`src/rtl/tpf_pkg.sv`:
```
`timescale 1ns / 1ps
`default_nettype none

package tpf_pkg;

    localparam int BYTE_W     = 8;
    localparam int LEN_W      = 16;
    localparam int BUNDLE_MAX = 6;
    localparam int CNT_W      = $clog2(BUNDLE_MAX + 1);
    localparam int IN_DATA_W  = 32;
    localparam int APB_ADDR_W = 3;
    localparam int APB_DATA_W = 32;

    localparam logic [BYTE_W-1:0] START_BYTE_RST  = 8'hAA;
    localparam logic [LEN_W-1:0]  MAX_PAYLOAD_RST = 16'd255;

    typedef enum logic [1:0] {
        ERR_NONE     = 2'd0,
        ERR_TOO_LONG = 2'd1,
        ERR_OUTSIDE  = 2'd2
    } t_err;

    typedef enum logic [0:0] {
        REG_START_BYTE  = 1'b0,
        REG_MAX_PAYLOAD = 1'b1
    } t_reg_idx;

    typedef struct packed {
        logic [BUNDLE_MAX-1:0][BYTE_W-1:0] data;
        logic [CNT_W-1:0]                  count;
        logic                              eop;
        t_err                              err;
    } t_bundle;

endpackage

`default_nettype wire

```
`src/rtl/telemetry_packet_framer_core.sv`:
```
// Telemetry packet framer.
// Input stream (s_axis): one request per handshake. tuser[0] set opens a new
// packet and carries its type and length; otherwise the request carries one
// payload byte. Output stream (m_axis): one framed byte per handshake, tlast on
// the closing checksum byte or on an error byte, tuser carries the error code.
// An opening request emits start byte, type, length low, length high, then its
// payload byte (five results; six for a one-byte packet; five for an empty
// packet ending in checksum 0). Later requests emit their byte, plus the XOR
// checksum after the last one. Oversize requests and stray bytes give a
// single zero byte with tlast and an error code.
// The first output byte appears in the cycle after its request is taken.
// A one-byte request can be taken every cycle while the output is ready; a
// longer one holds the input until the single output byte register drains.
// The input is ready whenever the output register is empty or delivers its
// last byte in the same cycle, so an output stall holds the input back.
// Reset clears the open packet and pending output and restores the start
// byte to 0xAA and the maximum payload to 255; the APB port sets both.
`timescale 1ns / 1ps
`default_nettype none

module telemetry_packet_framer_core
    import tpf_pkg::*;
(
    input  wire logic                  i_clk,
    input  wire logic                  i_rst_n,
    input  wire logic                  s_axis_tvalid,
    output logic                       s_axis_tready,
    // [7:0] packet_type, [23:8] payload_length, [31:24] data_byte
    input  wire logic [IN_DATA_W-1:0]  s_axis_tdata,
    // [0] opens_packet
    input  wire logic [0:0]            s_axis_tuser,
    output logic                       m_axis_tvalid,
    input  wire logic                  m_axis_tready,
    // [7:0] out_byte
    output logic      [BYTE_W-1:0]     m_axis_tdata,
    output logic                       m_axis_tlast,
    // [1:0] error_code
    output logic      [1:0]            m_axis_tuser,
    input  wire logic                  psel,
    input  wire logic                  penable,
    input  wire logic                  pwrite,
    input  wire logic [APB_ADDR_W-1:0] paddr,
    input  wire logic [APB_DATA_W-1:0] pwdata,
    output logic      [APB_DATA_W-1:0] prdata,
    output logic                       pready
);

    logic [BYTE_W-1:0] start_byte;
    logic [LEN_W-1:0]  max_payload;
    logic              accept;
    logic              can_load;
    t_bundle           bundle;
    t_err              out_err;

    assign s_axis_tready = can_load;
    assign accept        = s_axis_tvalid && can_load;
    assign m_axis_tuser  = out_err;

    tpf_cfg u_cfg (
        .i_clk         (i_clk),
        .i_rst_n       (i_rst_n),
        .psel          (psel),
        .penable       (penable),
        .pwrite        (pwrite),
        .paddr         (paddr),
        .pwdata        (pwdata),
        .prdata        (prdata),
        .pready        (pready),
        .o_start_byte  (start_byte),
        .o_max_payload (max_payload)
    );

    tpf_engine u_engine (
        .i_clk            (i_clk),
        .i_rst_n          (i_rst_n),
        .i_accept         (accept),
        .i_opens_packet   (s_axis_tuser[0]),
        .i_packet_type    (s_axis_tdata[7:0]),
        .i_payload_length (s_axis_tdata[23:8]),
        .i_data_byte      (s_axis_tdata[31:24]),
        .i_start_byte     (start_byte),
        .i_max_payload    (max_payload),
        .o_bundle         (bundle)
    );

    tpf_serializer u_serializer (
        .i_clk       (i_clk),
        .i_rst_n     (i_rst_n),
        .i_load      (accept),
        .i_bundle    (bundle),
        .i_out_ready (m_axis_tready),
        .o_can_load  (can_load),
        .o_out_valid (m_axis_tvalid),
        .o_out_byte  (m_axis_tdata),
        .o_out_eop   (m_axis_tlast),
        .o_out_err   (out_err)
    );

endmodule

`default_nettype wire

```
`src/rtl/tpf_cfg.sv`:
```
`timescale 1ns / 1ps
`default_nettype none

module tpf_cfg
    import tpf_pkg::*;
(
    input  wire logic                  i_clk,
    input  wire logic                  i_rst_n,
    input  wire logic                  psel,
    input  wire logic                  penable,
    input  wire logic                  pwrite,
    input  wire logic [APB_ADDR_W-1:0] paddr,
    input  wire logic [APB_DATA_W-1:0] pwdata,
    output logic      [APB_DATA_W-1:0] prdata,
    output logic                       pready,
    output logic      [BYTE_W-1:0]     o_start_byte,
    output logic      [LEN_W-1:0]      o_max_payload
);

    logic [BYTE_W-1:0] r_start_byte;
    logic [LEN_W-1:0]  r_max_payload;
    logic              wr_en;
    t_reg_idx          reg_idx;

    assign pready  = 1'b1;
    assign wr_en   = psel && penable && pwrite && pready;
    assign reg_idx = t_reg_idx'(paddr[2]);

    always_ff @(posedge i_clk) begin
        if (!i_rst_n) begin
            r_start_byte  <= START_BYTE_RST;
            r_max_payload <= MAX_PAYLOAD_RST;
        end else if (wr_en) begin
            unique case (reg_idx)
                REG_START_BYTE:  r_start_byte  <= pwdata[BYTE_W-1:0];
                REG_MAX_PAYLOAD: r_max_payload <= pwdata[LEN_W-1:0];
                default: ;
            endcase
        end
    end

    always_comb begin
        unique case (reg_idx)
            REG_START_BYTE:  prdata = APB_DATA_W'(r_start_byte);
            REG_MAX_PAYLOAD: prdata = APB_DATA_W'(r_max_payload);
            default:         prdata = '0;
        endcase
    end

    assign o_start_byte  = r_start_byte;
    assign o_max_payload = r_max_payload;

endmodule

`default_nettype wire

```
`src/rtl/tpf_engine.sv`:
```
`timescale 1ns / 1ps
`default_nettype none

module tpf_engine
    import tpf_pkg::*;
(
    input  wire logic              i_clk,
    input  wire logic              i_rst_n,
    input  wire logic              i_accept,
    input  wire logic              i_opens_packet,
    input  wire logic [BYTE_W-1:0] i_packet_type,
    input  wire logic [LEN_W-1:0]  i_payload_length,
    input  wire logic [BYTE_W-1:0] i_data_byte,
    input  wire logic [BYTE_W-1:0] i_start_byte,
    input  wire logic [LEN_W-1:0]  i_max_payload,
    output t_bundle                o_bundle
);

    logic              r_in_packet;
    logic [LEN_W-1:0]  r_remaining;
    logic [BYTE_W-1:0] r_xor;
    logic              n_in_packet;
    logic [LEN_W-1:0]  n_remaining;
    logic [BYTE_W-1:0] n_xor;

    always_comb begin
        n_in_packet    = r_in_packet;
        n_remaining    = r_remaining;
        n_xor          = r_xor;
        o_bundle.data  = '0;
        o_bundle.count = CNT_W'(1);
        o_bundle.eop   = 1'b0;
        o_bundle.err   = ERR_NONE;
        if (i_opens_packet) begin
            // A new request always abandons whatever packet was open.
            n_in_packet = 1'b0;
            n_remaining = '0;
            n_xor       = '0;
            if (i_payload_length > i_max_payload) begin
                o_bundle.eop = 1'b1;
                o_bundle.err = ERR_TOO_LONG;
            end else begin
                o_bundle.data[0] = i_start_byte;
                o_bundle.data[1] = i_packet_type;
                o_bundle.data[2] = i_payload_length[BYTE_W-1:0];
                o_bundle.data[3] = i_payload_length[LEN_W-1:BYTE_W];
                o_bundle.count   = CNT_W'(5);
                if (i_payload_length == '0) begin
                    o_bundle.eop = 1'b1;
                end else begin
                    o_bundle.data[4] = i_data_byte;
                    if (i_payload_length == LEN_W'(1)) begin
                        o_bundle.data[5] = i_data_byte;
                        o_bundle.count   = CNT_W'(6);
                        o_bundle.eop     = 1'b1;
                    end else begin
                        n_in_packet = 1'b1;
                        n_remaining = i_payload_length - LEN_W'(1);
                        n_xor       = i_data_byte;
                    end
                end
            end
        end else if (!r_in_packet) begin
            o_bundle.eop = 1'b1;
            o_bundle.err = ERR_OUTSIDE;
        end else begin
            o_bundle.data[0] = i_data_byte;
            if (r_remaining == LEN_W'(1)) begin
                o_bundle.data[1] = r_xor ^ i_data_byte;
                o_bundle.count   = CNT_W'(2);
                o_bundle.eop     = 1'b1;
                n_in_packet      = 1'b0;
                n_remaining      = '0;
                n_xor            = '0;
            end else begin
                n_remaining = r_remaining - LEN_W'(1);
                n_xor       = r_xor ^ i_data_byte;
            end
        end
    end

    always_ff @(posedge i_clk) begin
        if (!i_rst_n) begin
            r_in_packet <= 1'b0;
            r_remaining <= '0;
            r_xor       <= '0;
        end else if (i_accept) begin
            r_in_packet <= n_in_packet;
            r_remaining <= n_remaining;
            r_xor       <= n_xor;
        end
    end

endmodule

`default_nettype wire

```
`src/rtl/tpf_serializer.sv`:
```
`timescale 1ns / 1ps
`default_nettype none

module tpf_serializer
    import tpf_pkg::*;
(
    input  wire logic              i_clk,
    input  wire logic              i_rst_n,
    input  wire logic              i_load,
    input  wire t_bundle           i_bundle,
    input  wire logic              i_out_ready,
    output logic                   o_can_load,
    output logic                   o_out_valid,
    output logic      [BYTE_W-1:0] o_out_byte,
    output logic                   o_out_eop,
    output t_err                   o_out_err
);

    logic                              r_valid;
    logic [CNT_W-1:0]                  r_idx;
    logic [CNT_W-1:0]                  r_cnt;
    logic [BUNDLE_MAX-1:0][BYTE_W-1:0] r_data;
    logic                              r_eop;
    t_err                              r_err;
    logic                              last;

    assign last        = (r_idx == r_cnt - CNT_W'(1));
    assign o_can_load  = !r_valid || (i_out_ready && last);
    assign o_out_valid = r_valid;
    assign o_out_byte  = r_data[r_idx];
    assign o_out_eop   = r_eop && last;
    assign o_out_err   = r_err;

    always_ff @(posedge i_clk) begin
        if (!i_rst_n) begin
            r_valid <= 1'b0;
            r_idx   <= '0;
            r_cnt   <= '0;
        end else if (i_load) begin
            r_valid <= 1'b1;
            r_idx   <= '0;
            r_cnt   <= i_bundle.count;
        end else if (r_valid && i_out_ready) begin
            if (last) begin
                r_valid <= 1'b0;
            end else begin
                r_idx <= r_idx + CNT_W'(1);
            end
        end
    end

    always_ff @(posedge i_clk) begin
        if (i_load) begin
            r_data <= i_bundle.data;
            r_eop  <= i_bundle.eop;
            r_err  <= i_bundle.err;
        end
    end

    a_load_gives_output: assert property (@(posedge i_clk) disable iff (!i_rst_n)
        i_load |=> r_valid)
        else $error("accepted request produced no pending output");

    a_idx_in_range: assert property (@(posedge i_clk) disable iff (!i_rst_n)
        r_valid |-> (r_idx < r_cnt))
        else $error("output index ran past the bundle");

    a_load_only_when_free: assert property (@(posedge i_clk) disable iff (!i_rst_n)
        i_load |-> o_can_load)
        else $error("bundle overwritten before it was drained");

    a_error_closes: assert property (@(posedge i_clk) disable iff (!i_rst_n)
        (r_valid && r_err != ERR_NONE) |-> (o_out_eop && r_cnt == CNT_W'(1)))
        else $error("error result is not a single closing byte");

endmodule

`default_nettype wire
```
`config.mk`:
```
export PLATFORM = sky130hd
export DESIGN_NAME = telemetry_packet_framer_core
export DESIGN_NICKNAME = d
export VERILOG_FILES = /design/src/rtl/tpf_pkg.sv /design/src/rtl/telemetry_packet_framer_core.sv /design/src/rtl/tpf_cfg.sv /design/src/rtl/tpf_engine.sv /design/src/rtl/tpf_serializer.sv
export SDC_FILE = /design/constraint.sdc
export NUM_CORES = 1
export LEC_CHECK = 0
export BUFFER_PORTS_ARGS = -buffer_cell sky130_fd_sc_hd__clkbuf_2
export CAP_MARGIN = 20
export CORE_ASPECT_RATIO = 0.5
export CORE_MARGIN = 3
export CORE_UTILIZATION = 25
export CTS_BUF_LIST = sky130_fd_sc_hd__clkbuf_2 sky130_fd_sc_hd__clkbuf_4 sky130_fd_sc_hd__clkbuf_8
export DETAILED_ROUTE_END_ITERATION = 7
export HOLD_SLACK_MARGIN = 0.12
export SLEW_MARGIN = 20
export SYNTH_ARGS = -nofsm -noshare
export SYNTH_HDL_FRONTEND = slang
export SYNTH_SLANG_ARGS = --single-unit
```
`constraint.sdc`:
```
create_clock -name i_clk -period 3.29 [get_ports i_clk]
set_input_delay 0.658 -clock i_clk [delete_from_list [all_inputs] [get_ports i_clk]]
set_output_delay 0.658 -clock i_clk [all_outputs]
set_load 0.01 [all_outputs]
```
==> Word-level counts from Yosys, hierarchy flattened <==
Index checks and enable logic that the tools add are counted.
{ "word_totals": {"reg_bits": 107, "word_cells": 88, "input_bits": 75, "output_inout_bits": 46} }
{ "op_classes": {"muxes": 36, "reduce_logical": 21, "addsub": 4, "eq_ne": 3, "n_lt_le_gt_ge": 2, "bitwise_logic": 6} }
{ "op_table": {"columns": ["op", "n"], "rows": [
  ["$mux W16", 6],
  ["$mux W8", 8],
  ["$pmux W32 S2", 1],
  ["$mux W19", 2],
  ["$eq A16 B1 Y1 const B", 2],
  ["$sub A16 B1 Y16 const B", 2],
  ["$bmux W8 S3", 1],
  ["$mux W22", 1],
  ["$gt A16 B16 Y1", 1],
  ["$logic_not A16 Y1", 1],
  ["$mux W1", 13],
  ["$reduce_and A2 Y1", 5],
  ["$mux W3", 3],
  ["$xor A8 B8 Y8", 1],
  ["$logic_and A1 B1 Y1", 6],
  ["$reduce_bool A2 Y1", 3],
  ["$not A1 Y1", 5],
  ["$lt A3 B4 Y1 const B", 1],
  ["$reduce_or A2 Y1", 2],
  ["$reduce_or A4 Y1", 1],
  ["$add A3 B1 Y3 const B", 1],
  ["$eq A3 B3 Y1", 1],
  ["$reduce_or A3 Y1", 1],
  ["$sub A3 B1 Y3 const B", 1],
  ["other kinds (3)", 3]
]} }

==> Depth between registers and ports, before layout <==
{ "depth": {"word_depth": 7, "depth_mapped": 10} }

==> Cells and area by module <==
Synthesis repeated with hierarchy kept, for this count alone.
{ "hier_totals": {"hier_cells": 651, "hier_area_um2": 6311.1} }
{ "by_module_without_submodules": {"columns": ["mod", "cells_per_inst", "area_each_um2", "instances"], "rows": [
  ["tpf_engine", 377, 2672.6, 1],
  ["tpf_serializer", 133, 2314.7, 1],
  ["tpf_cfg", 140, 1317.5, 1],
  ["telemetry_packet_framer_core", 1, 6.3, 1]
]} }

==> Worst setup path before layout <==
No wires, ideal clock.
{ "synth_path": {"path_type": "reg-to-reg", "from": "register u_serializer.r_cnt[0]", "to": "register u_serializer.r_cnt[1]", "synth_period_minus_slack_ns": 2.861, "path_stages_with_launch": 9, "t_arrival_ns": 2.739, "setup_time_ns": 0.122, "required_ns": 3.168, "setup_slack_ns": 0.429, "cell_sequence": "dfxtp_1 -> inv_1 -> ha_1 -> xor2_1 -> a41o_1 -> nand2_1 -> inv_1 -> nand2_1 -> o221a_2"} }
{ "synth_via": {"elab_chain_cells": 5} }
{ "synth_rtl": {"columns": ["element", "line_no", "text"], "rows": [
  ["from (decl)", "tpf_serializer.sv:21", "logic [CNT_W-1:0] r_cnt;"],
  ["from (signal assigned)", "tpf_serializer.sv:42", "r_cnt <= i_bundle.count;"],
  ["$sub A3 B1 Y3", "tpf_serializer.sv:27", "assign last = (r_idx == r_cnt - CNT_W'(1));"],
  ["$eq A3 B3 Y1", "tpf_serializer.sv:27", null],
  ["$logic_and A1 B1 Y1", "tpf_serializer.sv:28", "assign o_can_load = !r_valid || (i_out_ready && last);"],
  ["$logic_or A1 B1 Y1", "tpf_serializer.sv:28", null],
  ["via s_axis_tready", "telemetry_packet_framer_core.sv:27", "output logic s_axis_tready,"],
  ["$logic_and A1 B1 Y1", "telemetry_packet_framer_core.sv:56", "assign accept = s_axis_tvalid && can_load;"],
  ["via accept", "telemetry_packet_framer_core.sv:50", "logic accept;"]
]} }
The timed path passes the listed nets, and every way through them passes these cells.
A chain may end at the register's enable or synchronous reset.

==> Worst setup path in the final report <==
{ "layout_path": {"from": "register u_serializer.r_idx[0]", "to": "output m_axis_tdata[2]"} }
{ "layout_via": {"elab_chain_cells": 2} }
{ "layout_rtl": {"columns": ["element", "line_no", "text"], "rows": [
  ["from (decl)", "tpf_serializer.sv:20", "logic [CNT_W-1:0] r_idx;"],
  ["from (signal assigned)", "tpf_serializer.sv:47", "r_idx <= r_idx + CNT_W'(1);"],
  ["$bmux W8 S3", "tpf_serializer.sv:30", "assign o_out_byte = r_data[r_idx];"],
  ["$mux W8 (implied by the code)", "tpf_serializer.sv:30", null],
  ["to (decl)", "telemetry_packet_framer_core.sv:35", "output logic [BYTE_W-1:0] m_axis_tdata,"]
]} }
No other way between the ends. The select of a mux whose other input is x is not followed.

==> flow_metrics.env <==
export IMPL_io_pins=121
export IMPL_post_route_period_util=0.850
export IMPL_drc=0
export IMPL_synth_edf_count=51
export IMPL_grt_pass1_wl_mm=27.0
export IMPL_core_um2=23500
export IMPL_synthCells=648
export IMPL_track_usage=0.128
export IMPL_finalSetupViolCount=0
export IMPL_vias_per_cell=4.85
export IMPL_grt_max_degree=36
export IMPL_cts_setup_buffers=0
export IMPL_ant_nets=0
export IMPL_synth_common_cells="nand2_1, dfxtp_1, edfxtp_1, inv_1, nor2_1"
export IMPL_grt_pass1_vias=4958
export IMPL_tns_ns=0
export IMPL_top_layer="met4"
export IMPL_nets=819
export IMPL_wl_per_cell_um=16.5
export IMPL_path_class="flop to output port"
export IMPL_syn_area_um2=6150
export IMPL_finalMaxSlewViolations=0
export IMPL_firstDrtPassIters=4
export IMPL_cts_buffers=9
export IMPL_setup_worst_path_start="u_serializer.r_idx[0]"
export IMPL_clock_path_buffers=2
export IMPL_cts_root_buf="clkbuf_8"
export IMPL_peakVddDrop_uv=221
export IMPL_switchingPower_w=0.000862
export IMPL_met1_length_mm=7.93
export IMPL_antenna_found_initial=0
export IMPL_rows=39
export IMPL_worst_clock_skew_ns=0.0135
export IMPL_synth_distinct_cells=63
export IMPL_dr_wl_met3_um=572
export IMPL_postCtsHoldBufs=0
export IMPL_cts_sinks=107
export IMPL_p_seq_frac=0.514
export IMPL_synthToLayoutAreaGrowth_pct=15.5
export IMPL_clkTransAtPathRegs_ns=0.11
export IMPL_placed_cells=1039
export IMPL_async_flop_share=0
export IMPL_die_area_um2=26600
export IMPL_layout_min_cycle_time_ns=2.80
export IMPL_drive_gt1_frac=0.202
export IMPL_die_height_um=117
export IMPL_power_internal_w=0.00206
export IMPL_fmax_mhz=358
export IMPL_diodes=0
export IMPL_ys_seq_area_frac=0.431
export IMPL_comb_power_share=0.186
export IMPL_reg2reg_from="u_engine.r_remaining[0]"
export IMPL_p_clk_frac=0.300
export IMPL_yosysTopAreaCellShare=0.249
export IMPL_crit_path_start_kind="flop"
export IMPL_cp_end_kind="output port"
export IMPL_num_vias=5122
export IMPL_crit_fanout=12
export IMPL_worstMarginPinSlew_ns=0.751
export IMPL_cp_arrival_ns=2.14
export IMPL_cts_resized=0
export IMPL_met2WireLength_mm=8.66
export IMPL_swShare=0.295
export IMPL_hold_violations=0
export IMPL_yosys_area_top_type="edfxtp_1"
export IMPL_synth_seq_cells=107
export IMPL_fill_cells=2460
export IMPL_drv_cap=0
export IMPL_cts_tree="yes"
export IMPL_grt_overflow=0
export IMPL_rsz0062_at_grt="false"
export IMPL_htree_levels=3
export IMPL_drtIter0Drc=344
export IMPL_wl_mm=17.4
export IMPL_avgSynthCellArea_um2=9.49
export IMPL_start_util=0.262
export IMPL_p_leak_nw=2.83
export IMPL_synthTopCellsByArea="edfxtp_1, dfxtp_1, ha_1"
export IMPL_synth_ff_type="dfxtp_1"
export IMPL_clk_latency_ns=0.38
export IMPL_max_slew_margin_rel=0.497
export IMPL_crit_required_ns=2.63
export IMPL_place_gp_congestion=0.871
export IMPL_status="completed"
export IMPL_min_path_type="flop to flop"
export IMPL_synth_most_common_cell="nand2_1"
export IMPL_port_buffer_count=85
export IMPL_placed_area_um2=6880
export IMPL_instances_no_fill=1055
export IMPL_yosys_warnings=0
export IMPL_stdcell_area_um2=7100
export IMPL_hpwl_mm=12.9
export IMPL_power_density_nw_per_um2=412
export IMPL_min_from="u_cfg.o_max_payload[9]"
export IMPL_die_w_um=228
[path summary, 6_finish.rpt]
check / to / slack [ns] / depth (start not counted)
max: m_axis_tdata[2] / 0.49 / 4
min: u_cfg.o_max_payload[9] / 0.46 / 2
max reg2reg: u_engine.r_remaining[13] / 0.57 / 7
min reg2reg: u_cfg.o_max_payload[9] / 0.46 / 2
[registers in the layout, summed over array words and instances (netlist names)]
signal	cells
u_cfg.o_max_payload	16
u_cfg.o_start_byte	8
u_engine.r_in_packet	1
u_engine.r_remaining	16
u_engine.r_xor	8
u_serializer.o_out_err	2
u_serializer.o_out_valid	1
u_serializer.r_cnt	3
u_serializer.r_data	48
u_serializer.r_eop	1
u_serializer.r_idx	3
[placed cells by master, fill, tap and decap left out, drive strengths merged, types with 10 or more instances in the layout]
cell type  netlist  routed
clkbuf          27      95
nand2           69      69
dfxtp           56      56
edfxtp          51      51
inv             38      41
nor2            38      38
o21ai           34      34
a21oi           27      27
and3            27      27
ha              22      22
nand3           20      20
o211ai          18      18
xnor2           18      18
buf             28      18
conb             2      17
o22ai           12      12
nor3            12      12
o2bb2ai         12      12
nand4           12      12
xor2            10      10
and2            10      10
[through the flow]
step	util	hold slack (ns)	setup WS (ns)	power, W
3_3_place_gp	0.293	0.447	0.406	0.00206
5_1_grt	0.303	0.487	0.307	0.00306
3_5_place_dp	0.293	0.450	0.373	0.00208
2_1_floorplan	-	0.436	0.429	0.00190
6_report	0.303	0.462	0.493	0.00293
4_1_cts	0.303	0.465	0.420	0.00295
[cell type report]
type	instances	area, um^2	area share
sequential	107	2650	0.374
inverter	39	146	0.0206
clock buffer	10	138	0.0194
timing repair buffer	103	561	0.0789
tap	328	410	0.0578
clock inverter	6	78.8	0.0111
multi-input combinational	462	3110	0.439
[power groups by stage]
| stage | Clock (W) | Sequential, W | Combinational [W] |
|---|---|---|---|
| floorplan | 0 | 0.00152 | 0.000381 |
| global placement | 0 | 0.00153 | 0.000531 |
| detailed placement | 0 | 0.00153 | 0.000542 |
| CTS | 0.000902 | 0.00150 | 0.000544 |
| global route | 0.000942 | 0.00151 | 0.000604 |
| finish | 0.000877 | 0.00150 | 0.000544 |
[logic make-up after synthesis]
| kind of cell | after synthesis | synth area share |
|---|---|---|
| flip-flops | 107 | 0.431 |
| AND/OR/NAND/NOR | 220 | 0.182 |
| multiplexers | 25 | 0.0586 |
| XOR/XNOR | 29 | 0.0435 |
| AO/OA/AOI/OAI | 149 | 0.167 |
| buffers and inverters | 94 | 0.0714 |
| adder cells (fa/ha/maj) | 22 | 0.0448 |
| other | 2 | 0.00122 |
[per-layer routing]
| layer | vias to the layer above | GRT usage |
|---|---|---|
| met5 | - | 0 |
| met4 | 0 | 0.0321 |
| met3 | 18 | 0.0206 |
| met2 | 118 | 0.231 |
| met1 | 2496 | 0.163 |
| li1 | 2490 | - |
[critical path, stage by stage (launching register included)]
cell,delay [ns]
dfxtp_1,0.81
mux4_2,0.62
inv_1,0.07
o22ai_1,0.09
clkbuf_2,0.16
No activity file was read; power rests on OpenSTA's default activity.
